==> src/rtl/bxds_pkg.sv <==
// Shared types and constants of the box average downscaler.
// Holds the effective configuration record, the tile command format and register indexes.
// No dependencies; every other file of the block but bxds_div imports this package.
package bxds_pkg;

  // Register indexes on the configuration port.
  localparam logic [2:0] REG_IN_WIDTH   = 3'd0;
  localparam logic [2:0] REG_IN_HEIGHT  = 3'd1;
  localparam logic [2:0] REG_BLOCK_W    = 3'd2;
  localparam logic [2:0] REG_BLOCK_H    = 3'd3;
  localparam logic [2:0] REG_OUT_WIDTH  = 3'd4;
  localparam logic [2:0] REG_OUT_HEIGHT = 3'd5;

  // Largest tile side and largest output height.
  localparam logic [4:0]  MAX_BLOCK      = 5'd16;
  localparam logic [10:0] MAX_OUT_HEIGHT = 11'd1024;

  // Depth of the command queue between front and back end.
  localparam int QDEPTH = 4;

  // Configuration after clamping, plus the tile area.
  typedef struct packed {
    logic [11:0] iw;
    logic [11:0] ih;
    logic [4:0]  bw;
    logic [4:0]  bh;
    logic [10:0] ow;
    logic [10:0] oh;
    logic [8:0]  area;
  } cfg_t;

  // One finished tile row, handed from the front end to the back end.
  typedef struct packed {
    logic [11:0] row_sum;
    logic [11:0] ox;
    logic [9:0]  oy;
    logic        first_row;
    logic        last_row;
    logic        frame_last;
  } cmd_t;

endpackage

==> src/rtl/bxds_fifo.sv <==
// Short command queue between the front end and the back end.
// Depends on bxds_pkg for the command format and depth.
module bxds_fifo (
  input  logic           clk,
  input  logic           rst,
  input  logic           push,
  input  bxds_pkg::cmd_t push_cmd,
  output logic           full,
  input  logic           pop,
  output logic           empty,
  output bxds_pkg::cmd_t head
);
  import bxds_pkg::*;

  localparam int PW = $clog2(QDEPTH);

  cmd_t          entries [QDEPTH];
  logic [PW-1:0] wr_ptr;
  logic [PW-1:0] rd_ptr;
  logic [PW:0]   count;

  assign full  = (count == (PW + 1)'(QDEPTH));
  assign empty = (count == '0);
  assign head  = entries[rd_ptr];

  // Storage; a full queue never sees a push.
  always_ff @(posedge clk) begin
    if (push) begin
      entries[wr_ptr] <= push_cmd;
    end
  end

  // Pointers and fill level.
  always_ff @(posedge clk) begin
    if (rst) begin
      wr_ptr <= '0;
      rd_ptr <= '0;
      count  <= '0;
    end else begin
      if (push) begin
        wr_ptr <= wr_ptr + PW'(1);
      end
      if (pop) begin
        rd_ptr <= rd_ptr + PW'(1);
      end
      if (push && !pop) begin
        count <= count + (PW + 1)'(1);
      end else if (pop && !push) begin
        count <= count - (PW + 1)'(1);
      end
    end
  end

endmodule

==> config.mk <==
export PLATFORM = sky130hd
export DESIGN_NAME = bxds_fifo
export DESIGN_NICKNAME = d
export VERILOG_FILES = /design/src/rtl/bxds_pkg.sv /design/src/rtl/bxds_fifo.sv
export SDC_FILE = /design/constraint.sdc
export NUM_CORES = 1
export LEC_CHECK = 0
export BUFFER_PORTS_ARGS = -buffer_cell sky130_fd_sc_hd__buf_2
export CAP_MARGIN = 15
export CORE_MARGIN = 4
export CORE_UTILIZATION = 50
export CTS_CLUSTER_DIAMETER = 60
export DETAILED_ROUTE_END_ITERATION = 7
export GPL_ROUTABILITY_DRIVEN = 1
export HOLD_SLACK_MARGIN = 0.02
export PLACE_DENSITY = 0.71
export SLEW_MARGIN = 15
export SYNTH_ARGS = -nofsm -noshare
export SYNTH_HDL_FRONTEND = slang
export SYNTH_SLANG_ARGS = --single-unit
==> constraint.sdc <==
create_clock -name clk -period 2.2 [get_ports clk]
set_clock_uncertainty 0.15 [all_clocks]
set_input_delay 0.44 -clock clk [delete_from_list [all_inputs] [get_ports clk]]
set_output_delay 0.44 -clock clk [all_outputs]
set_load 0.01 [all_outputs]
* Word level (Yosys, flattened, before mapping) *
Memories as Yosys holds them, arrays and structs flattened. A register that Yosys moved wholly into a read port is not among the register bits.
Index checks and enable logic that the tools add are counted.

word-level totals
  word-level logic and storage cells = 21
  memories kept = 1
  output and inout bits = 39
  input port bits = 41
  register bits = 7
  bits in writable memories = 148

cells by class
  muxes and demuxes = 6
  add/subtract/negate cells = 4
  eq/ne operators = 1
  reduce and logical (&&, ||, !) cells = 6

memory list
  name     depth  bits a word  rd ports  clocked after memory_dff  wr ports  line             RTL
  entries  4      37           1         1                         1         bxds_fifo.sv:17  cmd_t entries [QDEPTH];

operators with widths
  cell                                                                 number
  3-bit two-way mux                                                    2
  2-bit by 1-bit adder with 2-bit output (second input constant)       2
  2-bit two-way mux                                                    2
  3-bit by 1-bit adder with 3-bit output (second input constant)       1
  3-bit equality test (second input constant)                          1
  3-bit zero test                                                      1
  3-bit by 1-bit subtractor with 3-bit output (second input constant)  1
  1-bit logical AND                                                    2
  1-bit zero test                                                      2
  1-bit two-way mux                                                    2
  2-bit nonzero test                                                   1

* Longest topological paths before layout *
  depth in word-level cells = 4
  mapped depth = 7
  gate-level depth less buffers = 7

* Worst setup path after synthesis *
No wires, ideal clock.

  kind = reg2reg
  from = register wr_ptr[0]
  to = memory entries[2][0] in the netlist's numbering, enable pin
  data required time = 1.652 ns
  cell stages (with the launch flop) = 4
  setup time = 0.398 ns
  buffers on the path = 0
  period minus slack after synthesis = 1.991 ns
  path slack = 0.209 ns
  data arrival time = 1.444 ns
  cells stage by stage = dfxtp_1 -> inv_1 -> ha_1 -> and2_1

RTL lines
  element                   line             RTL
  start: declaration        bxds_fifo.sv:18  logic [PW-1:0] wr_ptr;
  start signal: assignment  bxds_fifo.sv:41  wr_ptr <= wr_ptr + PW'(1);
  end: declaration          bxds_fifo.sv:17

Straight into the memory's write port.

==> metrics.txt <==
antenna viol nets, final 0; Synth Cell Area between 0.005 and 0.006 mm²; vias per cell between 5 and 6; pwr dens approximately 990 mW/mm²; DR DRC count 0; Root Driver clkbuf_16; Period minus WS final ~2300 ps; worst path cell trace buf_12 -> buf_12 -> mux4_2 -> buf_6; Die Wd around 120 µm; Layout area overhead 26.75%; Detailed Route Iter0 Violations a little over 200; CP arrival 1740 ps; vias in the first global route roughly 2900; final worst slack -129.3 ps; Core Footprint between 0.01 and 0.015 mm²; Worst-path clk slew about 60 ps; final setup fails 37; vias between 2000 and 3000; first drt pass iteration count 4; diodes inserted 0; global-route wire length before repair ~16 mm; FF-to-FF setup slack 560 ps; Yosys warning total 0; Post-Syn Nets around 280; R2R depth 4; ratio of cells with drive above 1 in the final layout between 40% and 50%; Worst Max-Slew Pin Slew ~330 ps; Port-buffer cells just under 80; Final Wtd Congestion 0.6666; largest net degree at the start of global routing 38; synth unique cells 23; Die ar. 0.01344 mm²; Detailed Place HPWL between 5 and 6 mm; I/O pin count 80; GRT Overall Usage approximately 16%; DR WL/cell around 20 µm; Worst IR Drop VDD about 0.72 mV; fmax about 0.43 GHz; initial antenna violation count 0; DIE HEIGHT around 120 µm; number of synthesized register bits approximately 160; final worst path period share 105.9%; nets a little under 400; CP Capture Type primary output; clock sinks 157; outcome finished, violations left; Pins Over Slew Limit 0; clk_lat worst skew roughly 420 ps; Rows 39; critical path type reg -> out; Avg Synthesized Cell Area ~25 µm²; cts hold-fix bufs 0; post-route cell area about 0.0074 mm²; static leakage ~2.6 nW; Critical Path RT approximately 1600 ps; post-synthesis sequential area ratio 79.40%; most frequent CP cell buf_12; worst hold path type in -> reg; fill cell count ~780; Initial Utilization 51.01%; Final Hold Violating Endpoints 0; RSZ-0062 raised after global routing true; placed cell area around 0.0064 mm²; Final Non-Filler Cells just under 500; slowest stage delay, CP between 500 and 600 ps; Worst setup SP type register; reg2reg start count[0]$_SDFFE_PP0P_; MaxCap Viol Count 0; worst-path cell with the longest stage delay mux4_2; Cells after DPL roughly 460; CTS tree yes; failing checks setup timing; GR Overflow Total 0; Rel. slew slack 77.74%; Cells after Synth about 240; r2r endpoint count[2]$_SDFFE_PP0P_; htree depth 4; Worst Setup EP head[2]; CTS Buf Count 17; clk buf depth 2; final WL a little under 10 mm; CP Max Fanout 6
final cells by class:
type | count | area, µm² | area share (%)
sequential | 157 | 4629 | 62.71
inverter | 4 | 15.01 | 0.2034
clock inverter | 14 | 173.9 | 2.356
tap | 143 | 178.9 | 2.424
timing repair buffer | 93 | 887.1 | 12.02
clock buffer | 18 | 429.2 | 5.814
multi-input combinational | 67 | 1069 | 14.47
timing repair:
action,CTS,global route
cloned,4,0
buffers inserted,2,0
endpoints found under the setup margin,37,37
resized for setup,33,13
pin swaps,0,0
hold endpoints to repair,0,0
kinds of logic after synthesis:
group | after synthesis | synth area share (%)
compound gates | 2 | 0.1717
flops | 157 | 79.40
mux | 39 | 15.10
buf+inv | 13 | 1.890
xor+xnor | 5 | 0.7520
fa+ha+maj | 6 | 1.418
simple gates | 15 | 1.267
sequential cells by signal, indices dropped and copies added (netlist names), named ones only:
register / flops
wr_ptr: 2
entries: 148
count: 3
rd_ptr: 2
metal layers:
metal | wire, µm | GRT usage [%]
met5 | 0 | 0
met4 | 189 | 7.193
met3 | 519 | 5.640
met2 | 4964 | 25.32
met1 | 4275 | 21.42
where the power goes:
part	internal (W)	leakage [nW]	switching, W
registers	0.00343	1.43	0.0000450
clock network	0.00188	0.298	0.00109
logic	0.000478	0.837	0.000381
total	0.00578	2.57	0.00151
synthesized netlist by cell type, drive strengths merged:
master / count / area [µm²]
nor2: 7 / 26.28
xnor2: 2 / 17.52
ha: 5 / 62.56
edfxtp: 148 / 4444
nor3b: 1 / 7.510
and2: 4 / 25.02
xor2: 3 / 26.28
fa: 1 / 20.02
dfxtp: 9 / 180.2
or3: 1 / 6.260
clkbuf: 2 / 8.750
mux4: 37 / 859.6
nor3: 1 / 5.000
a21oi: 1 / 5.000
mux2i: 2 / 20.02
o21ai: 1 / 5.000
inv: 4 / 15.01
nand2: 1 / 3.750
buf: 7 / 86.33
cells in the final DEF (no fill, tap or decap), types with 2 or more instances in the layout:
master     Yosys  final
buf_12         3      8
buf_2          3     46
buf_16         0      4
dfxtp_1        9      7
clkinv_1       0      2
xor2_1         3      3
inv_1          4      4
clkinv_2       0      6
ha_1           5      5
buf_6          1     33
buf_4          0      2
mux2i_1        2      2
xnor2_1        2      2
bufinv_16      0      4
clkbuf_16      0     17
mux4_2        30     37
and2_2         0      4
edfxtp_1     148    148
nor2_1         7      7
metrics by stage:
stage / total power (W) / TNS (ps) / hold WS, ps / util [%] / worst slack [ps]
global placement: 0.004187 / 0 / 334.5 / 56.45 / 181.2
finish: 0.007295 / -3476 / 79.63 / 64.65 / -129.3
detailed placement: 0.004210 / 0 / 355.1 / 56.45 / 124.9
floorplan: 0.003937 / 0 / 316.3 / - / 208.7
global route: 0.007570 / -5631 / 70.56 / 64.65 / -185.6
CTS: 0.007331 / -4592 / 60.85 / 63.94 / -156.8
worst min path at each step:
stage                     startpoint                  endpoint  slack (ps)  depth (start not counted)
2_1_floorplan  count[2]$_SDFFE_PP0P_     count[2]$_SDFFE_PP0P_         320                          2
3_3_place_gp   count[2]$_SDFFE_PP0P_     count[2]$_SDFFE_PP0P_         330                          2
3_5_place_dp   count[2]$_SDFFE_PP0P_     count[2]$_SDFFE_PP0P_         360                          2
4_1_cts                 push_cmd[16]  entries[1][16]$_DFFE_PP_          60                          1
5_1_grt                  push_cmd[0]   entries[2][0]$_DFFE_PP_          70                          1
6_report                push_cmd[16]  entries[3][16]$_DFFE_PP_          80                          1
worst max-delay path, delay by kind of cell (launching register included):
kind	cells	cell delay, ps
buf+inv	3	410
mux	1	540
flops	1	370
Power figures use the tool's default switching activity.
