--- src/rtl/bxds_pkg.sv ---
// Shared types and constants of the box average downscaler.
// Holds the effective configuration record, the tile command format and register indexes.
// No dependencies; every other file of the block but bxds_div imports this package.
package bxds_pkg;

  // Register indexes on the configuration port.
  localparam logic [2:0] REG_IN_WIDTH   = 3'd0;
  localparam logic [2:0] REG_IN_HEIGHT  = 3'd1;
  localparam logic [2:0] REG_BLOCK_W    = 3'd2;
  localparam logic [2:0] REG_BLOCK_H    = 3'd3;
  localparam logic [2:0] REG_OUT_WIDTH  = 3'd4;
  localparam logic [2:0] REG_OUT_HEIGHT = 3'd5;

  // Largest tile side and largest output height.
  localparam logic [4:0]  MAX_BLOCK      = 5'd16;
  localparam logic [10:0] MAX_OUT_HEIGHT = 11'd1024;

  // Depth of the command queue between front and back end.
  localparam int QDEPTH = 4;

  // Configuration after clamping, plus the tile area.
  typedef struct packed {
    logic [11:0] iw;
    logic [11:0] ih;
    logic [4:0]  bw;
    logic [4:0]  bh;
    logic [10:0] ow;
    logic [10:0] oh;
    logic [8:0]  area;
  } cfg_t;

  // One finished tile row, handed from the front end to the back end.
  typedef struct packed {
    logic [11:0] row_sum;
    logic [11:0] ox;
    logic [9:0]  oy;
    logic        first_row;
    logic        last_row;
    logic        frame_last;
  } cmd_t;

endpackage

--- src/rtl/bxds_div.sv ---
// Restoring divider that produces one quotient bit per cycle.
// Standalone; expects dividend >> QW to be smaller than the divisor.
module bxds_div #(
  parameter int DW = 16,
  parameter int VW = 9,
  parameter int QW = 8
) (
  input  logic          clk,
  input  logic          rst,
  input  logic          start,
  input  logic [DW-1:0] dividend,
  input  logic [VW-1:0] divisor,
  output logic          done,
  output logic [QW-1:0] quotient,
  output logic [VW-1:0] remainder
);

  localparam int CW = $clog2(QW + 1);

  logic [VW-1:0] rem;
  logic [QW-1:0] quo;
  logic [CW-1:0] cnt;
  logic [VW-1:0] dvs;
  logic [VW+1:0] trial;
  logic          borrow;

  // Trial subtraction of the divisor from the shifted partial remainder.
  always_comb begin
    trial  = {1'b0, rem, quo[QW-1]} - (VW + 2)'(dvs);
    borrow = trial[VW+1];
  end

  // Iteration: the dividend bits shift out of quo while quotient bits shift in.
  always_ff @(posedge clk) begin
    if (rst) begin
      cnt  <= '0;
      done <= 1'b0;
    end else begin
      done <= 1'b0;
      if (start) begin
        rem <= VW'(dividend >> QW);
        quo <= dividend[QW-1:0];
        dvs <= divisor;
        cnt <= CW'(QW);
      end else if (cnt != '0) begin
        rem  <= borrow ? {rem[VW-2:0], quo[QW-1]} : trial[VW-1:0];
        quo  <= {quo[QW-2:0], ~borrow};
        cnt  <= cnt - CW'(1);
        done <= (cnt == CW'(1));
      end
    end
  end

  assign quotient  = quo;
  assign remainder = rem;

endmodule

--- src/rtl/bxds_front.sv ---
// Front end: accepts pixels, tracks the raster position and tile phases, sums tile rows.
// Depends on bxds_pkg and bxds_div; pushes one command per finished tile row inside the output size.
module bxds_front (
  input  logic           clk,
  input  logic           rst,
  input  bxds_pkg::cfg_t cfg,
  input  logic           cfg_we,
  input  logic           pix_valid,
  output logic           pix_ready,
  input  logic [7:0]     pixel,
  input  logic           q_full,
  output logic           q_push,
  output bxds_pkg::cmd_t q_cmd
);
  import bxds_pkg::*;

  typedef enum logic [1:0] {
    RUN,
    START,
    WAIT
  } state_t;

  state_t      state;
  logic [11:0] in_col;
  logic [11:0] in_row;
  logic [11:0] ox;
  logic [11:0] oy;
  logic [4:0]  x_phase;
  logic [4:0]  y_phase;
  logic [11:0] row_partial;

  logic [11:0] col_e;
  logic [11:0] row_e;
  logic [12:0] col_inc;
  logic [12:0] row_inc;
  logic [12:0] psum;
  logic [11:0] row_partial_next;
  logic        accept;
  logic        active;
  logic        div_start;
  logic        col_done;
  logic        row_done;
  logic [11:0] col_quo;
  logic [11:0] row_quo;
  logic [4:0]  col_rem;
  logic [4:0]  row_rem;

  // A position left beyond a lowered size restarts at zero.
  always_comb begin
    col_e   = (in_col >= cfg.iw) ? 12'd0 : in_col;
    row_e   = (in_row >= cfg.ih) ? 12'd0 : in_row;
    col_inc = 13'(col_e) + 13'd1;
    row_inc = 13'(row_e) + 13'd1;
  end

  // Classification of the current pixel and its running tile-row sum.
  always_comb begin
    accept = pix_valid && pix_ready;
    active = (ox < {1'b0, cfg.ow}) && (oy < {1'b0, cfg.oh});
    psum   = 13'(row_partial) + 13'(pixel);
    if (x_phase == 5'd0) begin
      row_partial_next = 12'(pixel);
    end else begin
      row_partial_next = psum[12] ? 12'hFFF : psum[11:0];
    end
    q_push             = accept && active && (x_phase == cfg.bw - 5'd1);
    q_cmd.row_sum      = row_partial_next;
    q_cmd.ox           = ox;
    q_cmd.oy           = oy[9:0];
    q_cmd.first_row    = (y_phase == 5'd0);
    q_cmd.last_row     = (y_phase == cfg.bh - 5'd1);
    q_cmd.frame_last   = (ox == 12'(cfg.ow - 11'd1)) && (oy == 12'(cfg.oh - 11'd1));
    pix_ready          = (state == RUN) && !q_full;
    div_start          = (state == START);
  end

  // Tile coordinates and phases are rebuilt from the position after a register write.
  bxds_div #(.DW(12), .VW(5), .QW(12)) u_col_div (
    .clk       (clk),
    .rst       (rst),
    .start     (div_start),
    .dividend  (col_e),
    .divisor   (cfg.bw),
    .done      (col_done),
    .quotient  (col_quo),
    .remainder (col_rem)
  );

  bxds_div #(.DW(12), .VW(5), .QW(12)) u_row_div (
    .clk       (clk),
    .rst       (rst),
    .start     (div_start),
    .dividend  (row_e),
    .divisor   (cfg.bh),
    .done      (row_done),
    .quotient  (row_quo),
    .remainder (row_rem)
  );

  // Position tracking and the recompute sequence; a register write restarts it.
  always_ff @(posedge clk) begin
    if (rst) begin
      state       <= RUN;
      in_col      <= '0;
      in_row      <= '0;
      ox          <= '0;
      oy          <= '0;
      x_phase     <= '0;
      y_phase     <= '0;
      row_partial <= '0;
    end else begin
      unique case (state)
        RUN: begin
          if (accept) begin
            if (active) begin
              row_partial <= row_partial_next;
            end
            if (col_inc >= 13'(cfg.iw)) begin
              in_col  <= '0;
              ox      <= '0;
              x_phase <= '0;
              if (row_inc >= 13'(cfg.ih)) begin
                in_row  <= '0;
                oy      <= '0;
                y_phase <= '0;
              end else begin
                in_row <= row_inc[11:0];
                if (y_phase + 5'd1 == cfg.bh) begin
                  y_phase <= '0;
                  oy      <= oy + 12'd1;
                end else begin
                  y_phase <= y_phase + 5'd1;
                end
              end
            end else begin
              in_col <= col_inc[11:0];
              if (in_row >= cfg.ih) begin
                in_row <= '0;
              end
              if (x_phase + 5'd1 == cfg.bw) begin
                x_phase <= '0;
                ox      <= ox + 12'd1;
              end else begin
                x_phase <= x_phase + 5'd1;
              end
            end
          end
          if (cfg_we) begin
            state <= START;
          end
        end
        START: begin
          state <= cfg_we ? START : WAIT;
        end
        WAIT: begin
          if (cfg_we) begin
            state <= START;
          end else if (col_done && row_done) begin
            ox      <= col_quo;
            x_phase <= col_rem;
            oy      <= row_quo;
            y_phase <= row_rem;
            state   <= RUN;
          end
        end
        default: state <= RUN;
      endcase
    end
  end

endmodule

--- config.mk ---
export PLATFORM = sky130hd
export DESIGN_NAME = bxds_front
export DESIGN_NICKNAME = d
export VERILOG_FILES = /design/src/rtl/bxds_pkg.sv /design/src/rtl/bxds_div.sv /design/src/rtl/bxds_front.sv
export SDC_FILE = /design/constraint.sdc
export NUM_CORES = 1
export LEC_CHECK = 0
export BUFFER_PORTS_ARGS = -buffer_cell sky130_fd_sc_hd__buf_2
export CORE_ASPECT_RATIO = 2
export CORE_MARGIN = 3
export CORE_UTILIZATION = 50
export CTS_CLUSTER_DIAMETER = 60
export DETAILED_ROUTE_END_ITERATION = 10
export GPL_TIMING_DRIVEN = 0
export PLACE_DENSITY = 0.7
export SLEW_MARGIN = 20
export SYNTH_ARGS = -nofsm -noshare
export SYNTH_HDL_FRONTEND = slang
export SYNTH_SLANG_ARGS = --single-unit
export TNS_END_PERCENT = 1
--- constraint.sdc ---
create_clock -name clk -period 6.55 [get_ports clk]
set_input_delay 0.9825 -clock clk [delete_from_list [all_inputs] [get_ports clk]]
set_output_delay 0.9825 -clock clk [all_outputs]
set_load 0.05 [all_outputs]
* Word level (Yosys, flattened, before mapping)
Cells that the tools add are included.
Cells by class: add/subtract/negate cells 15, bitwise operators 5, equality and inequality tests 18, reductions and logical operators 29, $lt $le $gt $ge 6, mux-type cells 50
Operator list (count):
- $mux W12 | 22
- $mux W5 | 15
- $pmux W12 S2 | 2
- $add A12 B1 Y13 const B | 2
- $ge A13 B12 Y1 | 2
- $add A12 B1 Y12 const B | 2
- $eq A12 B12 Y1 | 2
- $ge A12 B12 Y1 | 2
- $lt A12 B11 Y1 | 2
- $sub A11 B1 Y12 const B | 2
- $eq A5 B5 Y1 | 4
- $pmux W5 S2 | 2
- $mux W4 | 4
- $sub A6 B5 Y7 | 2
- $add A12 B8 Y13 | 1
- $add A5 B1 Y5 const B | 2
- $logic_not A5 Y1 | 2
- $reduce_and A2 Y1 | 5
- $reduce_and A5 Y1 | 2
- $sub A5 B1 Y5 const B | 2
- $eq A4 B1 Y1 const B | 2
- $mux W2 | 4
- $ne A2 B2 Y1 const B | 4
- $reduce_bool A4 Y1 | 2
- 17 further kinds | 32
Word-level totals: output and inout port bits 39, flip-flop bits (word level) 126

* Longest topological paths before layout
Gate-level depths: netlist (run 1).
depth in word-level cells 8, gate-level depth with buffers 24, gate-level depth less buffers 20

* By module
Synthesis (run 1) repeated with hierarchy kept, for this count alone.
Second synthesis, totals: cells, all modules 1182, area, all modules 10237.3 um^2
By module, submodules not included:
- bxds_front | times used 1, area an instance 7614.8 um^2, cells an instance 982
- bxds_div | times used 2, area an instance 1311.3 um^2, cells an instance 100

* Worst setup path after synthesis (run 1)
Ideal clock, no wire load.
path kind input port to flip-flop, start input cfg[60] in the netlist's numbering, end register ox[11], setup time 0.088 ns, path slack 1.121 ns, data arrival time 5.341 ns, buffers on the path 4, stages 24, path through inv_1 ha_1 nand2_1 nor3_1 a21oi_1 o21ai_0 clkbuf_1 clkbuf_1 nor2_1 ha_1 and2_1 buf_4 nand3_1 xor2_1 nor2_1 ha_1 or4_1 a21oi_2 o221ai_2 o22a_2 nor3_4 buf_4 a22oi_1 o32ai_2
Between the ends: longest elaborated chain between the ends 7
RTL lines:
- start, declared | line bxds_front.sv:6 | input bxds_pkg::cfg_t cfg,
- $ge A12 B12 Y1 | line bxds_front.sv:50 | col_e = (in_col >= cfg.iw) ? 12'd0 : in_col;
- $mux W12 | line bxds_front.sv:50
- $add A12 B1 Y13 | line bxds_front.sv:52 | col_inc = 13'(col_e) + 13'd1;
- $ge A13 B12 Y1 * | line bxds_front.sv:118 | if (col_inc >= 13'(cfg.iw)) begin
- $mux W12 | line bxds_front.sv:118
- $mux W12 | line bxds_front.sv:114 | if (accept) begin
- $pmux W12 S2 | line bxds_front.sv:112 | unique case (state)
- end signal, assigned | line bxds_front.sv:142 | ox <= ox + 12'd1;
- end signal, assigned | line bxds_front.sv:159 | ox <= col_quo;
- end, declared | line bxds_front.sv:26 | logic [11:0] ox;
Mark *: on every way between the ends. The rest lies on a longest branch, timed or not. The select of a mux whose other input is x is not followed. A chain may end at the register's enable or synchronous reset.

* Worst setup path after layout (run 1)
start input cfg[46] in the netlist's numbering, end register oy[8]
Between the ends: longest elaborated chain between the ends 8
RTL lines:
- $ge A12 B12 Y1 | line bxds_front.sv:51 | row_e = (in_row >= cfg.ih) ? 12'd0 : in_row;
- $mux W12
- $add A12 B1 Y13 | line bxds_front.sv:53 | row_inc = 13'(row_e) + 13'd1;
- $ge A13 B12 Y1 * | line bxds_front.sv:122 | if (row_inc >= 13'(cfg.ih)) begin
- $mux W12 | line bxds_front.sv:122
- $mux W12 | line bxds_front.sv:118
- $mux W12 | line bxds_front.sv:114
- $pmux W12 S2 | line bxds_front.sv:112
- end signal, assigned | line bxds_front.sv:130 | oy <= oy + 12'd1;
- end signal, assigned | line bxds_front.sv:161 | oy <= row_quo;
- end, declared | line bxds_front.sv:27 | logic [11:0] oy;
Marks and branches as above.

==> results.md, run 1 <==
* Highest routed layer: met4
* Post-route minimum period at between 6000 and 7000 ps
* Area of the die at between 0.02 and 0.025 mm2
* Wirelength, routed at 31.8 mm
* # port buffers at 107
* Yosys top cell area share at 16.1%
* Initial Util at 51.1%
* Area leader, netlist: dfxtp_1
* CP Launch Type: input pin
* Sequential share of power at 38.8%
* Clock share of power at 34.1%
* Synth cell types at 88
* Syn nets at around 1400
* Tot GR Track Use at ~29%
* Layout cells sized above 1 at 14.8%
* Hold Slack at roughly 470 ps
* Synth Area per Inst at ~8.3 um2
* H-tree Lvls at 4
* Final Util at 58.7%
* Warnings from Yosys at 0
* Cell Rows at between 70 and 80
* Detailed router's first-iteration violation count at 577
* Post-synth EDFFs at 44
* Worst-skew pair later-pin latency at 430 ps
* Peak supply drop at 150 uV
* Final net count at between 1500 and 2000
* DR vias at 9848
* Area contributors post-synth: dfxtp_1, edfxtp_1, ha_1, nand2_1, xnor2_1
* Power, Total at 2.74 mW
* Max-Cap Viols at 0
* Critical path peak fanout at 10
* Clk root buf: clkbuf_16
* Most common cell in the netlist: nand2_1
* CTS tree: built
* Clock Sink Count at 126
* Outcome: finished clean
* Critical path arrival at 6540 ps
* CP Capture Type: flip-flop
* FILL cells at 1905
* Leakage power at approximately 5 nW
* CP required at 6850 ps
* Core box area at 0.0199 mm2
* DP HPWL at roughly 25 mm
* Synth Register Bits at 126
* Vias in the first global route at 10100
* First-pass iteration count of the detailed router at 5
* Seq/Total Area, Yosys at approximately 29%
* Main synth FF type: dfxtp_1
* Final-report hold violation count at 0
* Clk_skew at 6.78 ps
* Layout area overhead at 14.7%
* Diodes inserted at 0
* Fin crit share at 95.3%
* Gate power share at 27.1%
* Multi-input logic area at ~0.0066 mm2
* Chip Height at 208 um
* Rel. slew slack at ~28%
* Register area at between 0.002 and 0.003 mm2
* # setup viols final at 0
* Top post-synthesis cells by count: nand2_1, nor2_1, ha_1
* Die X at 107 um
* DRC at 0
* Net Sw Power at 0.912 mW
* Ys async rst share at 0%
* Pint at about 1.8 mW
* Clk buf depth at 2
* Least-Margin Pin Slew at 1080 ps
* Pwr/cell area at 235 mW/mm2
* F_max at 160 MHz
* WL met1 at 11.0 mm
* Syn Std Cell Area at 0.0102 mm2
* RSZ-0062 raised after global routing: true
* Largest net degree at the start of global routing at 17
* TritonCTS Buffers at 17
* WS Path Type: in2reg
* Initial antenna violation count at 0
* First-pass GRT wire length at 50.7 mm
* Vias per cell at 6.04
* Routed wl met2 at 16.7 mm
* Hold Crit Class: reg2reg
* Cells after synthesis at approximately 1200
* Reg clk slew, reported paths at 60 ps
* WL per Instance at 19.5 um
* Grt total ovfl at 0
* Slew Viols, Final at 0
* Wire length on met3 at about 1.6 mm
* Routed Antenna Nets at 0
* I/O pin count at 117
* Routability Congestion at 0.922
* Sw frac at approximately 33%
[final timing paths]
kind | startpoint | endpoint | slack, ps | depth (start not counted)
max reg2reg | in_row[7] | oy[8] | 420 | 21
max | cfg[46] | oy[8] | 310 | 23
min | row_partial[7] | row_partial[7] | 470 | 2
min reg2reg | row_partial[7] | row_partial[7] | 470 | 2
[registers in the layout (all words and copies together), names as in the netlist, 12 cells and up]
| register | cells |
|---|---|
| in_row | 12 |
| row_partial | 12 |
| oy | 12 |
| ox | 12 |
| u_row_div.quotient | 12 |
| u_col_div.quotient | 12 |
| in_col | 12 |
[metrics by stage]
| step | area, um2 | std cells | TNS, ps | worst slack (ps) |
|---|---|---|---|---|
| floorplan | 10200 | 1225 | 0 | 1120 |
| global route | 11700 | 1630 | -407 | -131 |
| detailed placement | 11100 | 1596 | -1710 | -246 |
| finish | 11700 | 1630 | 0 | 305 |
| global placement | 11000 | 1594 | -1130 | -204 |
| CTS | 11600 | 1628 | 0 | 204 |
[final cells by class]
cell class	count	share of cell area, %
sequential	126	25.4
clock buffer	25	4.07
buffer	68	2.83
timing repair buffer	111	4.91
clock inverter	7	0.739
inverter	97	3.12
tap	262	2.81
multi-input combinational	934	56.2
[per-layer routing]
layer  vias up  track usage [%]
met5         -                0
met3       145             5.29
met4         0             22.1
met1      4610             28.1
met2       373             52.7
li1       4720                -
[repair_timing]
action | 4_1_cts | 5_1_grt
endpoints found under the hold margin | 0 | 0
gates resized for setup | 0 | 2
buffers inserted | 0 | 2
setup endpoints to repair | 0 | 19
hold buffers | 0 | 0
[power groups by stage]
stage | sequential [mW] | clock (mW) | combinational [mW]
after global routing | 1.07 | 0.976 | 0.827
final | 1.06 | 0.935 | 0.743
after floorplan | 1.04 | 0 | 0.532
after CTS | 1.06 | 0.938 | 0.743
after detailed placement | 1.08 | 0 | 0.737
after global placement | 1.08 | 0 | 0.702
[layout by cell type, fill, tap and decap left out, types with 12 or more instances in the layout]
| cell type | n |
|---|---|
| a21oi_1 | 58 |
| xor2_1 | 30 |
| nand2_1 | 126 |
| inv_1 | 97 |
| xnor2_1 | 54 |
| clkbuf_16 | 17 |
| a211oi_1 | 27 |
| edfxtp_1 | 44 |
| nor3_1 | 38 |
| buf_4 | 19 |
| nor2_1 | 110 |
| dfxtp_1 | 82 |
| clkbuf_1 | 50 |
| o32ai_1 | 12 |
| and3_1 | 14 |
| a221oi_1 | 14 |
| buf_2 | 109 |
| ha_1 | 105 |
| nand3_1 | 58 |
| a22oi_1 | 19 |
| o21ai_0 | 51 |
| nor4_1 | 13 |
[critical path, cell delays in order]
cell and delay [ps]:
buf_2 90, inv_1 100, ha_1 250, a21oi_1 170, o21ai_1 90, a221oi_1 520
nand2_1 290, clkbuf_1 340, nor2_1 300, ha_1 320, and3_1 180, clkbuf_1 290
nand3_1 140, xor2_1 150, nor2_1 80, ha_1 330, nand3_1 120, or2_2 350
o221ai_4 410, clkbuf_1 470, nor4_1 120, o311ai_0 320, o31ai_1 120
[kinds of logic after synthesis]
logic type / count (synthesis) / synth area share [%]
flip-flops: 126 / 29.1
XOR/XNOR: 85 / 7.38
AND/OR/NAND/NOR: 430 / 20.3
AO/OA/AOI/OAI: 300 / 21.7
adder cells (fa/ha/maj): 108 / 13.5
buffers and inverters: 165 / 6.82
multiplexers: 11 / 1.14
No activity file was read; power rests on OpenSTA's default activity.
==> run 2: changes to the inputs <==
--- a/config.mk
+++ b/config.mk
@@ -5,14 +5,16 @@
 export SDC_FILE = /design/constraint.sdc
 export NUM_CORES = 1
 export LEC_CHECK = 0
-export BUFFER_PORTS_ARGS = -buffer_cell sky130_fd_sc_hd__buf_2
+export CELL_PAD_IN_SITES_DETAIL_PLACEMENT = 1
+export CELL_PAD_IN_SITES_GLOBAL_PLACEMENT = 1
 export CORE_ASPECT_RATIO = 2
 export CORE_MARGIN = 3
-export CORE_UTILIZATION = 50
+export CORE_UTILIZATION = 49
 export CTS_CLUSTER_DIAMETER = 60
 export DETAILED_ROUTE_END_ITERATION = 10
+export DONT_BUFFER_PORTS = 1
 export GPL_TIMING_DRIVEN = 0
-export PLACE_DENSITY = 0.7
+export PLACE_DENSITY_LB_ADDON = 0.1
 export SLEW_MARGIN = 20
 export SYNTH_ARGS = -nofsm -noshare
 export SYNTH_HDL_FRONTEND = slang
==> results.md, run 2 (synthesized netlist as in run 1, its figures left out) <==
* Outcome: finished clean
* Leakage power at 4.42 nW
* CP required at 6830 ps
* Tot GR Track Use at 31.8%
* WL per Instance at 23.2 um
* Critical path peak fanout at 10
* Least-Margin Pin Slew at 1160 ps
* I/O pin count at about 120
* Clock share of power at 32.9%
* Area of the die at roughly 0.023 mm2
* Setup repair bufs after CTS at 0
* Net Sw Power at 0.911 mW
* Final-report hold violation count at 0
* Crit path top cell by count: ha_1
* Pwr/cell area at 239 mW/mm2
* # port buffers at 0
* Clk buf depth at 2
* H-tree Lvls at 4
* Cell Rows at 74
* Final instance area at 0.0112 mm2
* Die X at 108 um
* Layout cells sized above 1 at 8.16%
* First-pass iteration count of the detailed router at 5
* Pre-CTS setup slack at -344 ps
* WS Path Type: in2reg
* DRC at 0
* Critical path arrival at 6440 ps
* Clock Sink Count at roughly 130
* Delay-heaviest family, CP: compound AO/OA/AOI/OAI gates
* Reg clk slew, reported paths at 60 ps
* Hold Crit Class: reg2reg
* Final net count at 1435
* Placed Cells at 1496
* Clk_skew at 8.91 ps
* Min-delay src: row_partial[0]
* # setup viols final at 0
* Commonest non-fill, non-tap cells in the layout: nand2_1, nor2_1, ha_1
* TritonCTS Buffers at 17
* Initial Util at 49.8%
* Chip Height at 210 um
* Core box area at roughly 0.02 mm2
* R2R depth at 22
* Worst Hold End: row_partial[0]
* Setup WS post-layout at ~390 ps
* Grt total ovfl at 0
* Initial antenna violation count at 0
* Post-route minimum period at 6160 ps
* Vias in the first global route at 10400
* Cell Area, Placed at 0.0106 mm2
* Layout area overhead at 9.61%
* Crit Reg-Reg Startpoint: in_col[0]
* Sw frac at 34.2%
* Routed Antenna Nets at 0
* CP bufs+invs at 5
* F_max at 162 MHz
* Critical Path Max Stage Delay at just over 600 ps
* Hold path depth at 2
* CP Launch Type: input pin
* Fin crit share at 94.1%
* First-pass GRT wire length at 55.4 mm
* Rel. slew slack at between 20% and 30%
* Vias per cell at approximately 6.4
* DP HPWL at 28.1 mm
* Commonest non-fill, non-tap cell in the layout: nand2_1
* Pint at 1.76 mW
* DR vias at a little under 10000
* Worst-skew pair later-pin latency at 430 ps
* Detailed router's first-iteration violation count at 404
* Slew Viols, Final at 0
* CP Capture Type: flip-flop
* RSZ-0062 raised after global routing: false
* Final Util at between 50 and 60%
* Max-Cap Viols at 0
* Clk root buf: clkbuf_16
* Gate power share at 27.0%
* Reg-to-reg setup timing slack at between 500 and 600 ps
* CTS tree: built
* Slowest-stage cell, CP: nor4_1
* Sequential share of power at 40.1%
* Wirelength, routed at 35.5 mm
* Worst Setup SP: cfg[60]
* Routability Congestion at 0.909
* Peak supply drop at 166 uV
* Largest net degree at the start of global routing at 17
* Crit-path cells: inv_1, ha_1, nand2_1, nor3_1, a21oi_1, o21ai_1, clkbuf_1, clkbuf_1, nor2_1, ha_1, and2_1, buf_4, xnor2_1, nor2_1, ha_1, nand3_1, nor4_1, o22ai_2, a31o_1, buf_4, a2111oi_0, a211oi_1
* Post-route insts no fill at between 1500 and 2000
* Diodes inserted at 0
* RR Endpoint: oy[1]
[run 2: worst max path at each step]
stage              to  slack [ps]  depth (start not counted)
6_report        oy[1]         390                         22
5_1_grt         oy[9]          30                         22
4_1_cts         oy[9]          20                         22
3_5_place_dp    oy[8]        -340                         22
3_3_place_gp    oy[9]        -230                         22
2_1_floorplan  ox[11]        1120                         24
[run 2: metrics by stage]
stage | hold slack [ps] | setup TNS [ps] | power (mW)
2_1_floorplan | 446 | 0 | 1.58
3_3_place_gp | 453 | -1980 | 1.74
3_5_place_dp | 459 | -3670 | 1.79
4_1_cts | 466 | 0 | 2.67
5_1_grt | 486 | 0 | 2.79
6_report | 464 | 0 | 2.67
[run 2: final cells by class]
type                            count  area (um2)
Inverter                           97         364
Clock inverter                      6        35.0
Tap cell                          266         333
Sequential cell                   126        2960
Buffer                             68         332
Fill cell                        2533        9300
Timing Repair Buffer                5        41.3
Multi-Input combinational cell    934        6600
Clock buffer                       26         499
[run 2: power groups by stage]
stage | sequential [mW] | combinational (mW) | clock (mW)
after detailed placement | 1.08 | 0.710 | 0
after global routing | 1.08 | 0.798 | 0.915
final | 1.07 | 0.720 | 0.876
after CTS | 1.07 | 0.721 | 0.883
after global placement | 1.08 | 0.662 | 0
after floorplan | 1.04 | 0.532 | 0
[run 2: per-layer routing]
layer	up-vias	GRT usage, %	share of wire [%]
met5	-	0	0
met4	0	20.6	6.8
met3	125	5.91	4.1
met2	303	60.2	55
met1	4819	30.1	34
li1	4517	-	-
[run 2: worst register-to-register path, cell delays in order, from the launching register on]
cell,delay (ps)
dfxtp_1,390
inv_1,120
ha_1,290
nor2b_1,50
o21ai_0,190
a21oi_1,200
o21ai_1,390
clkbuf_1,490
clkbuf_1,370
nor2_1,80
ha_1,260
and2_1,180
buf_4,170
xnor2_1,140
nor2_1,60
ha_1,310
nand3_1,140
nor4_1,620
o22ai_2,350
a31o_1,330
buf_4,180
a2111oi_0,510
a211oi_1,90
[run 2: repair_timing]
item / in CTS / in global routing
hold buffers: 0 / 0
endpoints found under the setup margin: 0 / 36
gates resized for setup: 0 / 6
