===== config.mk =====
export PLATFORM = sky130hd
export DESIGN_NAME = bxds_cfg
export DESIGN_NICKNAME = d
export VERILOG_FILES = /design/src/rtl/bxds_pkg.sv /design/src/rtl/bxds_cfg.sv
export SDC_FILE = /design/constraint.sdc
export NUM_CORES = 1
export LEC_CHECK = 0
export BUFFER_PORTS_ARGS = -buffer_cell sky130_fd_sc_hd__buf_2
export CORE_ASPECT_RATIO = 0.7
export CORE_MARGIN = 1.5
export CORE_UTILIZATION = 53
export CTS_CLUSTER_DIAMETER = 40
export DETAILED_ROUTE_END_ITERATION = 10
export GPL_ROUTABILITY_DRIVEN = 0
export HOLD_SLACK_MARGIN = 0.03
export PLACE_DENSITY = 0.79
export SLEW_MARGIN = 20
export SYNTH_ARGS = -nofsm -noshare
export SYNTH_HDL_FRONTEND = slang
export SYNTH_SLANG_ARGS = --single-unit

===== constraint.sdc =====
create_clock -name clk -period 4.77 [get_ports clk]
set_input_delay 0.954 -clock clk [delete_from_list [all_inputs] [get_ports clk]]
set_output_delay 0.954 -clock clk [all_outputs]
set_load 0.01 [all_outputs]

===== src/rtl/bxds_pkg.sv =====
// Shared types and constants of the box average downscaler.
// Holds the effective configuration record, the tile command format and register indexes.
// No dependencies; every other file of the block but bxds_div imports this package.
package bxds_pkg;

  // Register indexes on the configuration port.
  localparam logic [2:0] REG_IN_WIDTH   = 3'd0;
  localparam logic [2:0] REG_IN_HEIGHT  = 3'd1;
  localparam logic [2:0] REG_BLOCK_W    = 3'd2;
  localparam logic [2:0] REG_BLOCK_H    = 3'd3;
  localparam logic [2:0] REG_OUT_WIDTH  = 3'd4;
  localparam logic [2:0] REG_OUT_HEIGHT = 3'd5;

  // Largest tile side and largest output height.
  localparam logic [4:0]  MAX_BLOCK      = 5'd16;
  localparam logic [10:0] MAX_OUT_HEIGHT = 11'd1024;

  // Depth of the command queue between front and back end.
  localparam int QDEPTH = 4;

  // Configuration after clamping, plus the tile area.
  typedef struct packed {
    logic [11:0] iw;
    logic [11:0] ih;
    logic [4:0]  bw;
    logic [4:0]  bh;
    logic [10:0] ow;
    logic [10:0] oh;
    logic [8:0]  area;
  } cfg_t;

  // One finished tile row, handed from the front end to the back end.
  typedef struct packed {
    logic [11:0] row_sum;
    logic [11:0] ox;
    logic [9:0]  oy;
    logic        first_row;
    logic        last_row;
    logic        frame_last;
  } cmd_t;

endpackage


===== src/rtl/bxds_cfg.sv =====
// Configuration registers of the downscaler with their clamped, effective values.
// Depends on bxds_pkg; the tile area is registered from the clamped tile sides.
module bxds_cfg #(
  parameter int MAX_OUT_WIDTH = 1024
) (
  input  logic                clk,
  input  logic                rst,
  input  logic                cfg_we,
  input  logic [2:0]          cfg_index,
  input  logic [11:0]         cfg_data,
  output bxds_pkg::cfg_t      cfg
);
  import bxds_pkg::*;

  logic [11:0] in_width;
  logic [11:0] in_height;
  logic [4:0]  block_w;
  logic [4:0]  block_h;
  logic [10:0] out_width;
  logic [10:0] out_height;
  logic [8:0]  area;
  logic [4:0]  bw_eff;
  logic [4:0]  bh_eff;

  // Register writes; indexes beyond the list are ignored.
  always_ff @(posedge clk) begin
    if (rst) begin
      in_width   <= 12'd720;
      in_height  <= 12'd720;
      block_w    <= 5'd7;
      block_h    <= 5'd7;
      out_width  <= 11'd100;
      out_height <= 11'd100;
    end else if (cfg_we) begin
      unique case (cfg_index)
        REG_IN_WIDTH:   in_width   <= cfg_data;
        REG_IN_HEIGHT:  in_height  <= cfg_data;
        REG_BLOCK_W:    block_w    <= cfg_data[4:0];
        REG_BLOCK_H:    block_h    <= cfg_data[4:0];
        REG_OUT_WIDTH:  out_width  <= cfg_data[10:0];
        REG_OUT_HEIGHT: out_height <= cfg_data[10:0];
        default: ;
      endcase
    end
  end

  // Zero sizes count as one; tile sides and output sizes saturate.
  always_comb begin
    bw_eff = (block_w == 5'd0) ? 5'd1 : ((block_w > MAX_BLOCK) ? MAX_BLOCK : block_w);
    bh_eff = (block_h == 5'd0) ? 5'd1 : ((block_h > MAX_BLOCK) ? MAX_BLOCK : block_h);
    cfg.iw = (in_width == 12'd0) ? 12'd1 : in_width;
    cfg.ih = (in_height == 12'd0) ? 12'd1 : in_height;
    cfg.bw = bw_eff;
    cfg.bh = bh_eff;
    if (out_width == 11'd0) begin
      cfg.ow = 11'd1;
    end else if (13'(out_width) > 13'(MAX_OUT_WIDTH)) begin
      cfg.ow = 11'(MAX_OUT_WIDTH);
    end else begin
      cfg.ow = out_width;
    end
    if (out_height == 11'd0) begin
      cfg.oh = 11'd1;
    end else if (out_height > MAX_OUT_HEIGHT) begin
      cfg.oh = MAX_OUT_HEIGHT;
    end else begin
      cfg.oh = out_height;
    end
    cfg.area = area;
  end

  // Tile area, used only by the back end at the end of a tile.
  always_ff @(posedge clk) begin
    if (rst) begin
      area <= 9'd49;
    end else begin
      area <= 9'(bw_eff) * 9'(bh_eff);
    end
  end

endmodule


Word-level counts from Yosys, hierarchy flattened
Index checks and enable logic that the tools add are counted.
Word-level totals
  bits in registers: 65
  latch bits: 0
  bits in writable memories: 0
  memory bits (read-only): 0
  output and inout port bits: 65
  word-level logic and storage cells: 40
  memories: 0
Cells by class
  add/sub/neg operators: 0
  multiply operators: 1
  divide/modulo/power cells: 0
  magnitude comparators: 4
  equal/unequal tests: 5
  shift operators: 0
  muxes and demuxes: 10
  bitwise logic cells: 0
  reduce and logical (&&, ||, !) cells: 13
Operators with widths (count)
  two-way mux 11 bit: 4
  zero test 12 bit: 2
  two-way mux 12 bit: 2
  greater-than comparator 11 bit, second input constant: 2
  zero test 11 bit: 2
  two-way mux 5 bit: 4
  AND reduction 2 bit: 6
  greater-than comparator 5 bit, second input constant: 2
  zero test 5 bit: 2
  multiplier 5 x 5 -> 9 bit: 1
  == test 3 x 2 -> 1 bit, second input constant: 2
  == test 3 bit, second input constant: 2
  == test 3 x 1 -> 1 bit, second input constant: 1
  zero test 3 bit: 1

Depth between registers and ports, before layout
Gate-level depths: netlist (run 1).
  word-level depth: 4
  gate-level depth with buffers: 13
  mapped depth without buffers: 13

Least setup slack after synthesis (run 1)
Ideal clock, no wire load.
  kind: register to register
  from: register block_w[1]
  to: register area[8]
  setup time: 0.070 ns
  arrival time: 3.448 ns
  required time: 4.700 ns
  setup slack: 1.252 ns
  stages on the path, launching flop included: 12
  path buffers: 0
  cells stage by stage: dfxtp_1 -> nor3_1 -> o21ai_0 -> nor2_1 -> fa_1 -> fa_1 -> fa_1 -> ha_1 -> a211oi_1 -> o21a_2 -> or3_1 -> a21oi_1
Between the ends
  cells in the longest elaborated chain, start to end: 4
Ends and longest elaborated chain
  from (decl): line bxds_cfg.sv:17  | logic [4:0] block_w;
  from (signal assigned): line bxds_cfg.sv:38  | REG_BLOCK_W: block_w <= cfg_data[4:0];
  greater-than comparator 5 bit: line bxds_cfg.sv:49  | bw_eff = (block_w == 5'd0) ? 5'd1 : ((block_w > MAX_BLOCK) ? MAX_BLOCK : block_w);
  two-way mux 5 bit: line bxds_cfg.sv:49
  two-way mux 5 bit (*): line bxds_cfg.sv:49
  multiplier 5 x 5 -> 9 bit (*): line bxds_cfg.sv:77  | area <= 9'(bw_eff) * 9'(bh_eff);
  to (signal assigned): line bxds_cfg.sv:77
  to (decl): line bxds_cfg.sv:21  | logic [8:0] area;
Mark *: on every way between the ends. The rest lies on a longest branch, timed or not.
A chain may end at the register's enable or synchronous reset.

Final worst setup path (run 1)
Ends and elaborated chain as after synthesis.

==> metrics, run 1 <==
status completed; Setup WS post-layout around 0.96 ns; starting DRC count in detailed routing around 200; logic gate share of total power about 18%; Layout Nets about 520; sequential share of the synthesized area between 30% and 40%; routed len/inst 13.8 um; reg2reg start block_w[1]$_SDFFE_PP1P_; Req. time, crit path about 5.0 ns; # fillers 536; worst r2r path cells 11; CTS clock-pin slew for the worst setup and hold paths around 0.070 ns; internal power 0.00101 W; PostCTS Resize Cnt 0; largest net degree at the start of global routing 70; global-route wire length before repair 13.0 mm; H-tree levels 3; Buf+Inv Stages, Crit Path 0; final period utilization around four fifths; Synth top area share between 30 and 40%; sequential share of power 42.9%; CTS Hold Buffers Added 0; final hold violation count 0; synth top area cells dfxtp_1 39%, nand2_1 12%, ha_1 6.3%, a21oi_1 5.4%, fa_1 4.8%; Post-synth EDFFs 0; Worst Tran Pin Value 0.790 ns; Starting Density 54.5%; relative slew slack between 40% and 50%; CP arrival 4.09 ns; Period minus WS final around 3.8 ns; CP Launch Type flop; crit-path cells nor3_1, o21ai_0, nor2_1, fa_1, fa_1, fa_1, ha_1, a211oi_1, o21a_2, or3_1, a21oi_1; area of the multi-input gates between 1500 and 2000 um2; RSZ-0062 raised after global routing false; CTS tree done; Min-Delay Endpoint out_width[4]$_SDFFE_PP0P_; buffers added on ports between 80 and 90; Synth area leader dfxtp_1; clk sinks 65; CP max FO 6; pwr dens 350 nW/um2; Worst Setup End Kind flop; first-pass iteration count of the detailed router 4; final antenna-violating net count 0; slowest cell on the critical path fa_1; number of diodes 0; die width 98.1 um; initial antenna violation count 0; synthesized area approximately 3400 um2; HP Class flop to flop; total setup buffers inserted after CTS 0; Top cell by count, worst path fa_1; Max-Cap Viols 0; Synth Warn # 0; syn_nets 474; Achievable Freq approximately 260 MHz; setup TNS 0 ns; P_leak about 1.8 nW; Peak VDD IR approximately 0.00023 V; Pins Over Slew Limit 0; count of cell types in the netlist 37; kind of cell adding the most delay to the critical path adder cells; hold path startpoint out_width[4]$_SDFFE_PP0P_; vias in the first global route around 2700; Site Rows 24; Routed WL 7.78 mm; post-synthesis register bit count 65; number of top-level pins 83; Via density between 5 and 6; Clock Power Share approximately two fifths; CTS root buf clkbuf_8; core area between 6000 and 7000 um2; placed instance area 3670 um2; Clock Skews between 0.006 and 0.007 ns; CTS Buf Count 9; max incr delay on CP 0.54 ns; Skew-Pair Late Insertion Delay approximately 0.34 ns; Clock Tree Buf Depth 2; Layout Utilization a little under two thirds; Reg-to-Reg End area[8]$_SDFF_PP0_; Die Y 69.6 um; Sequential Area 1300 um2; Setup Crit Path Kind flop to flop; Sw Share 25.9%; Synth Instances 431; Area Overhead vs Synth 16.6%; ys flop type dfxtp_1; Synth Area per Inst roughly 8 um2; hpwl dp 5.62 mm; fin area 3910 um2; grt ovf 0; fraction of layout cells with a size suffix above 1 21.0%; P_sw ~0.00035 W; Tot GR Track Use 24.0%; Final setup viols 0; Die Area ~7000 um2; Min-Delay Path Depth 2; DP Worst Slack around 1 ns; Worst R2R Setup Slack 0.96 ns; FFs w/ async S/R, synth 0%; DR vias around 3000; Residual DRC 0
sequential cells by signal (all words and copies together), names as in the netlist:
register	cells
in_width	12
out_width	11
in_height	12
block_h	5
out_height	11
block_w	5
area	9
placed cells by master (no fill, tap or decap), types with 12 or more instances in the layout:
cell | synthesis | layout
ha_1 | 17 | 17
nand2_1 | 105 | 105
nand3b_1 | 14 | 14
clkbuf_8 | 1 | 12
nor2_1 | 38 | 38
a21oi_1 | 36 | 36
buf_2 | 6 | 81
inv_1 | 18 | 18
nor2b_1 | 25 | 25
dfxtp_1 | 65 | 65
how the worst max path moves through the flow:
stage | from | endpoint | slack, ns | cells after the start
CTS | block_w[1]$_SDFFE_PP1P_ | area[8]$_SDFF_PP0_ | 0.97 | 11
finish | block_w[1]$_SDFFE_PP1P_ | area[8]$_SDFF_PP0_ | 0.96 | 11
floorplan | block_w[1]$_SDFFE_PP1P_ | area[8]$_SDFF_PP0_ | 1.25 | 11
global placement | block_w[1]$_SDFFE_PP1P_ | area[8]$_SDFF_PP0_ | 1.11 | 11
detailed placement | block_w[1]$_SDFFE_PP1P_ | area[8]$_SDFF_PP0_ | 1.03 | 11
global route | block_w[1]$_SDFFE_PP1P_ | area[8]$_SDFF_PP0_ | 0.71 | 11
synth_stat cells, types with 5 or more instances:
| cell type | instances |
|---|---|
| nor4_1 | 8 |
| a211o_1 | 6 |
| nor3_1 | 7 |
| nand2_1 | 105 |
| o21ai_0 | 7 |
| nand2b_1 | 5 |
| ha_1 | 17 |
| nor2b_1 | 25 |
| dfxtp_1 | 65 |
| nor2_1 | 38 |
| inv_1 | 18 |
| nand3b_1 | 14 |
| a21oi_1 | 36 |
| buf_2 | 6 |
| fa_1 | 8 |
| clkbuf_1 | 35 |
per-stage QoR:
| stage | instances | power (W) | hold WS, ns |
|---|---|---|---|
| finish | 563 | 0.00137 | 0.468 |
| CTS | 563 | 0.00138 | 0.466 |
| detailed placement | 548 | 0.000841 | 0.458 |
| global placement | 548 | 0.000834 | 0.447 |
| global route | 563 | 0.00144 | 0.496 |
| floorplan | 431 | 0.000767 | 0.430 |
worst min-delay path, stage by stage, from the launching register on:
cell,delay [ns]
dfxtp_1,0.32
nand2_1,0.05
a21oi_1,0.05
final cells by class:
| class | instances | share of cell area (%) |
|---|---|---|
| timing repair buffer | 83 | 10.8 |
| multi-input combinational | 304 | 45.9 |
| clock inverter | 2 | 1.54 |
| sequential | 65 | 33.3 |
| clock buffer | 13 | 4.32 |
| tap | 78 | 2.50 |
| inverter | 18 | 1.73 |
power by group through the flow:
stage               combinational (W)  clock, W  sequential (W)
floorplan                    0.000160         0        0.000607
global placement             0.000235         0        0.000599
detailed placement           0.000241         0        0.000600
CTS                          0.000244  0.000546        0.000587
global route                 0.000275  0.000572        0.000591
finish                       0.000243  0.000537        0.000587
logic make-up (layout without fill, tap and decap cells):
kind of cell | count (synthesis) | in the layout | synth area share [%]
xor+xnor | 4 | 4 | 1.46
buf+inv | 62 | 116 | 7.87
fa+ha+maj | 25 | 25 | 11.1
mux | 3 | 3 | 0.896
flops | 65 | 65 | 38.8
simple gates | 215 | 215 | 30.0
compound gates | 57 | 57 | 9.81
per-layer routing:
layer	global-route usage, %	share of wire [%]	up-vias
met1	35.6	49	1389
met5	0	0	-
li1	-	-	1484
met2	34.9	44	83
met4	6.67	0.82	0
met3	5.75	6.4	7
No activity file was read; power rests on OpenSTA's default activity.
==> inputs of run 2 (changes only) <==
--- a/config.mk
+++ b/config.mk
@@ -8,12 +8,12 @@
 export BUFFER_PORTS_ARGS = -buffer_cell sky130_fd_sc_hd__buf_2
 export CORE_ASPECT_RATIO = 0.7
 export CORE_MARGIN = 1.5
-export CORE_UTILIZATION = 53
+export CORE_UTILIZATION = 48
 export CTS_CLUSTER_DIAMETER = 40
 export DETAILED_ROUTE_END_ITERATION = 10
 export GPL_ROUTABILITY_DRIVEN = 0
 export HOLD_SLACK_MARGIN = 0.03
-export PLACE_DENSITY = 0.79
+export PLACE_DENSITY = 0.76
 export SLEW_MARGIN = 20
 export SYNTH_ARGS = -nofsm -noshare
 export SYNTH_HDL_FRONTEND = slang
==> constraint.sdc (replaced) <==
create_clock -name clk -period 3.5 [get_ports clk]
set_input_delay 0.7 -clock clk [delete_from_list [all_inputs] [get_ports clk]]
set_output_delay 0.7 -clock clk [all_outputs]
set_load 0.01 [all_outputs]
==> metrics, run 2 (synthesis gave the netlist of run 1 again) <==
status completed (unchanged); Tot GR Track Use 22.9% (was 24.0%); Period minus WS final 3.37 ns (was 3.81 ns); Achievable Freq 297 MHz (was 262 MHz); Max-Cap Viols 0 (unchanged); Largest regs in_height (12), in_width (12) (unchanged); DR vias 3002 (was 2963); Worst Setup EP area[8]$_SDFF_PP0_ (unchanged); crit path launch block_w[1]$_SDFFE_PP1P_ (unchanged); core area 6760 um2 (was 6160 um2); Final setup viols 0 (unchanged); CTS Buf Count 9 (unchanged); Worst Setup End Kind flop (unchanged); reg2reg start block_w[1]$_SDFFE_PP1P_ (unchanged); Reg-to-Reg End area[8]$_SDFF_PP0_ (unchanged); relative slew slack 47.2% (was 46.8%); Sequential Area 1300 um2 (about the same); die width 103 um (was 98.1 um); Worst Tran Pin Value 0.789 ns (was 0.790 ns); H-tree levels 3 (unchanged); Residual DRC 0 (unchanged); Layout Nets 533 (was 524); vias in the first global route 2717 (was 2704); P_leak 1.85 nW (was 1.83 nW); worst r2r path cells 11 (unchanged); Die Y 72.9 um (was 69.6 um); CP arrival 3.63 ns (was 4.09 ns); CP Launch Type flop (unchanged); starting DRC count in detailed routing 200 (was 203); routed len/inst 14.3 um (was 13.8 um); Skew-Pair Late Insertion Delay 0.33 ns (was 0.34 ns); commonest non-fill, non-tap cell in the layout nand2_1 (unchanged); total setup buffers inserted after CTS 0 (unchanged); Peak VDD IR 0.000179 V (was 0.000226 V); Die Area 7500 um2 (was 6820 um2); initial antenna violation count 0 (unchanged); clk sinks 65 (unchanged); Buf+Inv Stages, Crit Path 0 (unchanged); Clock Tree Buf Depth 2 (unchanged); number of top-level pins 83 (unchanged); HP Class flop to flop (unchanged); Setup Crit Path Kind flop to flop (unchanged); final antenna-violating net count 0 (unchanged); global-route wire length before repair 13.1 mm (was 13.0 mm); Site Rows 25 (was 24); CTS root buf clkbuf_8 (unchanged); CP max FO 3 (was 6); fraction of layout cells with a size suffix above 1 24.1% (was 21.0%); area of the multi-input gates 1810 um2 (was 1790 um2); Top cell by count, worst path fa_1 (unchanged); Area Overhead vs Synth 17.9% (was 16.6%); hpwl dp 6.17 mm (was 5.62 mm); Layout Utilization 58.5% (was 63.5%); fin cells 587 (was 563); # fillers 640 (was 536); kind of cell adding the most delay to the critical path adder cells (unchanged); Starting Density 49.6% (was 54.5%); final period utilization 96.2% (was 80.0%); first-pass iteration count of the detailed router 4 (unchanged); max incr delay on CP 0.50 ns (was 0.54 ns); grt ovf 0 (unchanged); Placed Cells 573 (was 548); commonest cells after routing, fill and taps aside 103 x nand2_1, 82 x buf_2, 64 x dfxtp_1 (was 105 x nand2_1, 81 x buf_2, 65 x dfxtp_1); buffers added on ports 82 (unchanged); final hold violation count 0 (unchanged); CTS clock-pin slew for the worst setup and hold paths 0.07 ns (about the same); slowest cell on the critical path fa_1 (unchanged); number of diodes 0 (unchanged); Via density 5.11 (was 5.26); Clock Skews 0.00541 ns (was 0.00691 ns); Routed WL 8.38 mm (was 7.78 mm); largest net degree at the start of global routing 39 (was 70); Hold WS 0.462 ns (was 0.468 ns); crit-path cells nor3_2, o21ai_1, nor2_2, fa_1, fa_1, fa_1, ha_1, a211oi_2, o21a_2, or3_1, a21oi_1 (was nor3_1, o21ai_0, nor2_1, fa_1, fa_1, fa_1, ha_1, a211oi_1, o21a_2, or3_1, a21oi_1); Pins Over Slew Limit 0 (unchanged); Worst R2R Setup Slack 0.13 ns (was 0.96 ns); CTS tree done (unchanged); WP depth 11 (unchanged); pwr dens 436 nW/um2 (was 350 nW/um2); Req. time, crit path 3.76 ns (was 5.04 ns)
[run 2: layout make-up]
type | instances | share of cell area (%)
Inverter | 18 | 1.71
Clock inverter | 3 | 0.443
Clock buffer | 11 | 3.83
Multi-Input combinational cell | 304 | 45.8
Timing Repair Buffer | 92 | 12.3
Tap cell | 94 | 2.98
Sequential cell | 65 | 33.0
[run 2: worst reg2reg max path, delay by kind of cell, from the launching register on]
family	cells	cell delay, ns
AO/OA/AOI/OAI	4	0.54
flip-flops	1	0.33
AND/OR/NAND/NOR	3	0.66
adder cells (fa/ha/maj)	4	1.77
[run 2: power breakdown]
part	internal, W	switching [W]
combinational	0.000164	0.000198
clock	0.000285	0.000273
sequential	0.000782	0.0000216
total	0.00123	0.000493
[run 2: worst min path at each step]
stage,end,startpoint,cells past startpoint
3_5_place_dp,in_height[0]$_SDFFE_PP0P_,in_height[0]$_SDFFE_PP0P_,2
3_3_place_gp,in_height[0]$_SDFFE_PP0P_,in_height[0]$_SDFFE_PP0P_,2
2_1_floorplan,block_h[0]$_SDFFE_PP1P_,block_h[0]$_SDFFE_PP1P_,1
5_1_grt,in_height[0]$_SDFFE_PP0P_,in_height[0]$_SDFFE_PP0P_,2
4_1_cts,in_height[0]$_SDFFE_PP0P_,in_height[0]$_SDFFE_PP0P_,2
6_report,in_height[0]$_SDFFE_PP0P_,in_height[0]$_SDFFE_PP0P_,2
[run 2: per-stage QoR]
stage          area (um2)  worst slack, ns  TNS (ns)  total power (W)
2_1_floorplan        3350           0.0871         0          0.00105
3_3_place_gp         3760            0.186         0          0.00117
3_5_place_dp         3760           0.0605         0          0.00117
4_1_cts              3930           0.0411         0          0.00173
5_1_grt              3950          -0.0120   -0.0120          0.00181
6_report             3950            0.134         0          0.00172
[run 2: per-layer routing]
layer	track usage [%]	share of wire (%)	up-vias
li1	-	-	1503
met1	33.1	49	1409
met2	34.3	45	88
met3	5.84	5.7	2
met4	6.01	0.26	0
met5	0	0	-
[run 2: timing repair]
action	CTS	global route
setup endpoints to repair	0	3
resized for setup	0	9
hold buffers	0	0
==> inputs of run 3 (changes only) <==
--- a/config.mk
+++ b/config.mk
@@ -8,12 +8,12 @@
 export BUFFER_PORTS_ARGS = -buffer_cell sky130_fd_sc_hd__buf_2
 export CORE_ASPECT_RATIO = 0.7
 export CORE_MARGIN = 1.5
-export CORE_UTILIZATION = 48
+export CORE_UTILIZATION = 53
 export CTS_CLUSTER_DIAMETER = 40
 export DETAILED_ROUTE_END_ITERATION = 10
 export GPL_ROUTABILITY_DRIVEN = 0
 export HOLD_SLACK_MARGIN = 0.03
-export PLACE_DENSITY = 0.76
+export PLACE_DENSITY = 0.79
 export SLEW_MARGIN = 20
 export SYNTH_ARGS = -nofsm -noshare
 export SYNTH_HDL_FRONTEND = slang
==> constraint.sdc (replaced) <==
create_clock -name clk -period 3.3 [get_ports clk]
set_input_delay 0.66 -clock clk [delete_from_list [all_inputs] [get_ports clk]]
set_output_delay 0.66 -clock clk [all_outputs]
set_load 0.01 [all_outputs]
==> metrics, run 3 (synthesis gave the netlist of run 1 again) <==
Tot GR Track Use 24.7% (was 22.9%); Max-Cap Viols 0 (unchanged); Min-Delay Endpoint block_h[0]$_SDFFE_PP1P_ (was in_height[0]$_SDFFE_PP0P_); grt ovf 0 (unchanged); CTS root buf clkbuf_8 (unchanged); Reg-to-Reg End area[8]$_SDFF_PP0_ (unchanged); Area Overhead vs Synth 20.8% (was 17.9%); CP arrival 3.60 ns (was 3.63 ns); RSZ-0062 raised after global routing true; Min-Delay Path Depth 1 (was 2); Worst R2R Setup Slack -0.03 ns (was 0.13 ns); Site Rows 24 (was 25); CTS Hold Buffers Added 0 (unchanged); H-tree levels 3 (unchanged); CTS Buf Count 9 (unchanged); worst r2r path cells 11 (unchanged); Residual DRC 0 (unchanged); Setup Crit Path Kind flop to flop (unchanged); placed instance area 3820 um2 (was 3760 um2); CTS clock-pin slew for the worst setup and hold paths 0.07 ns (about the same); pwr dens 466 nW/um2 (was 436 nW/um2); final period utilization 101% (was 96.2%); routed len/inst 14.2 um (was 14.3 um); Req. time, crit path 3.57 ns (was 3.76 ns); Setup WS post-layout -0.0302 ns (was 0.134 ns); P_sw 0.000550 W (was 0.000493 W); Largest regs in_height (12), in_width (12) (unchanged); P_leak 1.91 nW (was 1.85 nW); global-route wire length before repair 13.4 mm (was 13.1 mm); final hold violation count 0 (unchanged); Worst Tran Pin Value 0.718 ns (was 0.789 ns); Layout Nets 544 (was 533); largest net degree at the start of global routing 42 (was 39); initial antenna violation count 0 (unchanged); CP Launch Type flop (unchanged); Achievable Freq 300 MHz (was 297 MHz); Clock Skews 0.00847 ns (was 0.00541 ns); Routed WL 8.26 mm (was 8.38 mm); fin area 4050 um2 (was 3950 um2); setup TNS -0.0302 ns (was 0 ns); number of diodes 0 (unchanged); final antenna-violating net count 0 (unchanged); area of the multi-input gates 1840 um2 (was 1810 um2); CP max FO 3 (unchanged); commonest cells after routing, fill and taps aside 104 x nand2_1, 82 x buf_2, 62 x dfxtp_1 (was 103 x nand2_1, 82 x buf_2, 64 x dfxtp_1); # fillers 525 (was 640); Clock Power Share 32.0% (was 32.4%); hold path startpoint block_h[0]$_SDFFE_PP1P_ (was in_height[0]$_SDFFE_PP0P_); reg2reg start block_w[1]$_SDFFE_PP1P_ (unchanged); buffers added on ports 82 (unchanged); Skew-Pair Late Insertion Delay 0.34 ns (was 0.33 ns); status finished, violations left (was completed); sequential share of power 45.0% (was 46.6%); hpwl dp 5.97 mm (was 6.17 mm); Via density 5.21 (was 5.11); Worst Setup End Kind flop (unchanged); relative slew slack 52.0% (was 47.2%); DR vias 3032 (was 3002); Die Y 69.6 um (was 72.9 um); clk sinks 65 (unchanged); Sw Share 29.2% (was 28.6%); die width 98.1 um (was 103 um); failing checks negative setup slack; internal power 0.00134 W (was 0.00123 W); Period minus WS final 3.33 ns (was 3.37 ns); fraction of layout cells with a size suffix above 1 27.2% (was 24.1%); Starting Density 54.5% (was 49.6%); Clock Tree Buf Depth 2 (unchanged); Peak VDD IR 0.000262 V (was 0.000179 V); Pins Over Slew Limit 0 (unchanged); core area 6160 um2 (was 6760 um2); starting DRC count in detailed routing 164 (was 200); Hold WS 0.462 ns (about the same); logic gate share of total power 23.0% (was 21.0%); HP Class flop to flop (unchanged); number of top-level pins 83 (unchanged); CTS tree done (unchanged); Die Area 6820 um2 (was 7500 um2); Sequential Area 1310 um2 (was 1300 um2); first-pass iteration count of the detailed router 4 (unchanged); Final setup viols 1 (was 0); vias in the first global route 2840 (was 2717); commonest non-fill, non-tap cell in the layout nand2_1 (unchanged)
==> run 3: what timing repair did <==
item                                    in CTS  in global routing
endpoints found under the setup margin       1                  3
buffers inserted                             3                  1
gates resized for setup                      4                 11
pin swaps                                   10                 16
==> run 3: worst max-delay path, cell delays in order (launching register included) <==
cell	delay [ns]
dfxtp_4	0.36
nor3_4	0.20
o21ai_2	0.09
nor2_2	0.14
fa_1	0.43
fa_1	0.53
fa_1	0.54
ha_4	0.30
a211oi_2	0.06
o21a_2	0.21
or3_1	0.30
a21oi_1	0.12
==> run 3: worst max-delay path by stage <==
stage	cells after the start	start	to
global placement	11	block_w[1]$_SDFFE_PP1P_	area[8]$_SDFF_PP0_
detailed placement	11	block_w[1]$_SDFFE_PP1P_	area[8]$_SDFF_PP0_
finish	11	block_w[1]$_SDFFE_PP1P_	area[8]$_SDFF_PP0_
CTS	11	block_w[3]$_SDFFE_PP0P_	area[8]$_SDFF_PP0_
global route	11	block_w[1]$_SDFFE_PP1P_	area[8]$_SDFF_PP0_
floorplan	11	block_w[1]$_SDFFE_PP1P_	area[8]$_SDFF_PP0_
==> run 3: power by group through the flow <==
stage                     registers [W]  logic (W)  clock network [W]
after floorplan                0.000877   0.000244                  0
after global placement         0.000865   0.000381                  0
after detailed placement       0.000867   0.000395                  0
after CTS                      0.000850   0.000416           0.000612
after global routing           0.000855   0.000482           0.000642
final                          0.000849   0.000434           0.000604
==> run 3: metal layers <==
| metal | global-route usage (%) | wire length, um |
|---|---|---|
| met5 | 0 | 0 |
| met1 | 36.5 | 3950 |
| met4 | 7.94 | 83 |
| met2 | 36.2 | 3670 |
| met3 | 5.24 | 554 |
==> run 3: layout make-up <==
type	instances	area share (%)
clock buffer	11	3.74
tap	78	2.41
multi-input combinational	304	45.4
inverter	18	1.67
clock inverter	3	0.432
sequential	65	32.3
timing repair buffer	103	14.0
==> run 3: stage by stage <==
step / total power [W] / utilization (%) / setup WS, ns / std cells
after floorplan: 0.00112 / - / 0.0174 / 431
after global placement: 0.00125 / 62.0 / 0.0127 / 564
after detailed placement: 0.00126 / 62.0 / -0.0821 / 564
after CTS: 0.00188 / 65.3 / 0.000433 / 581
after global routing: 0.00198 / 65.8 / -0.132 / 582
final: 0.00189 / 65.8 / -0.0302 / 582
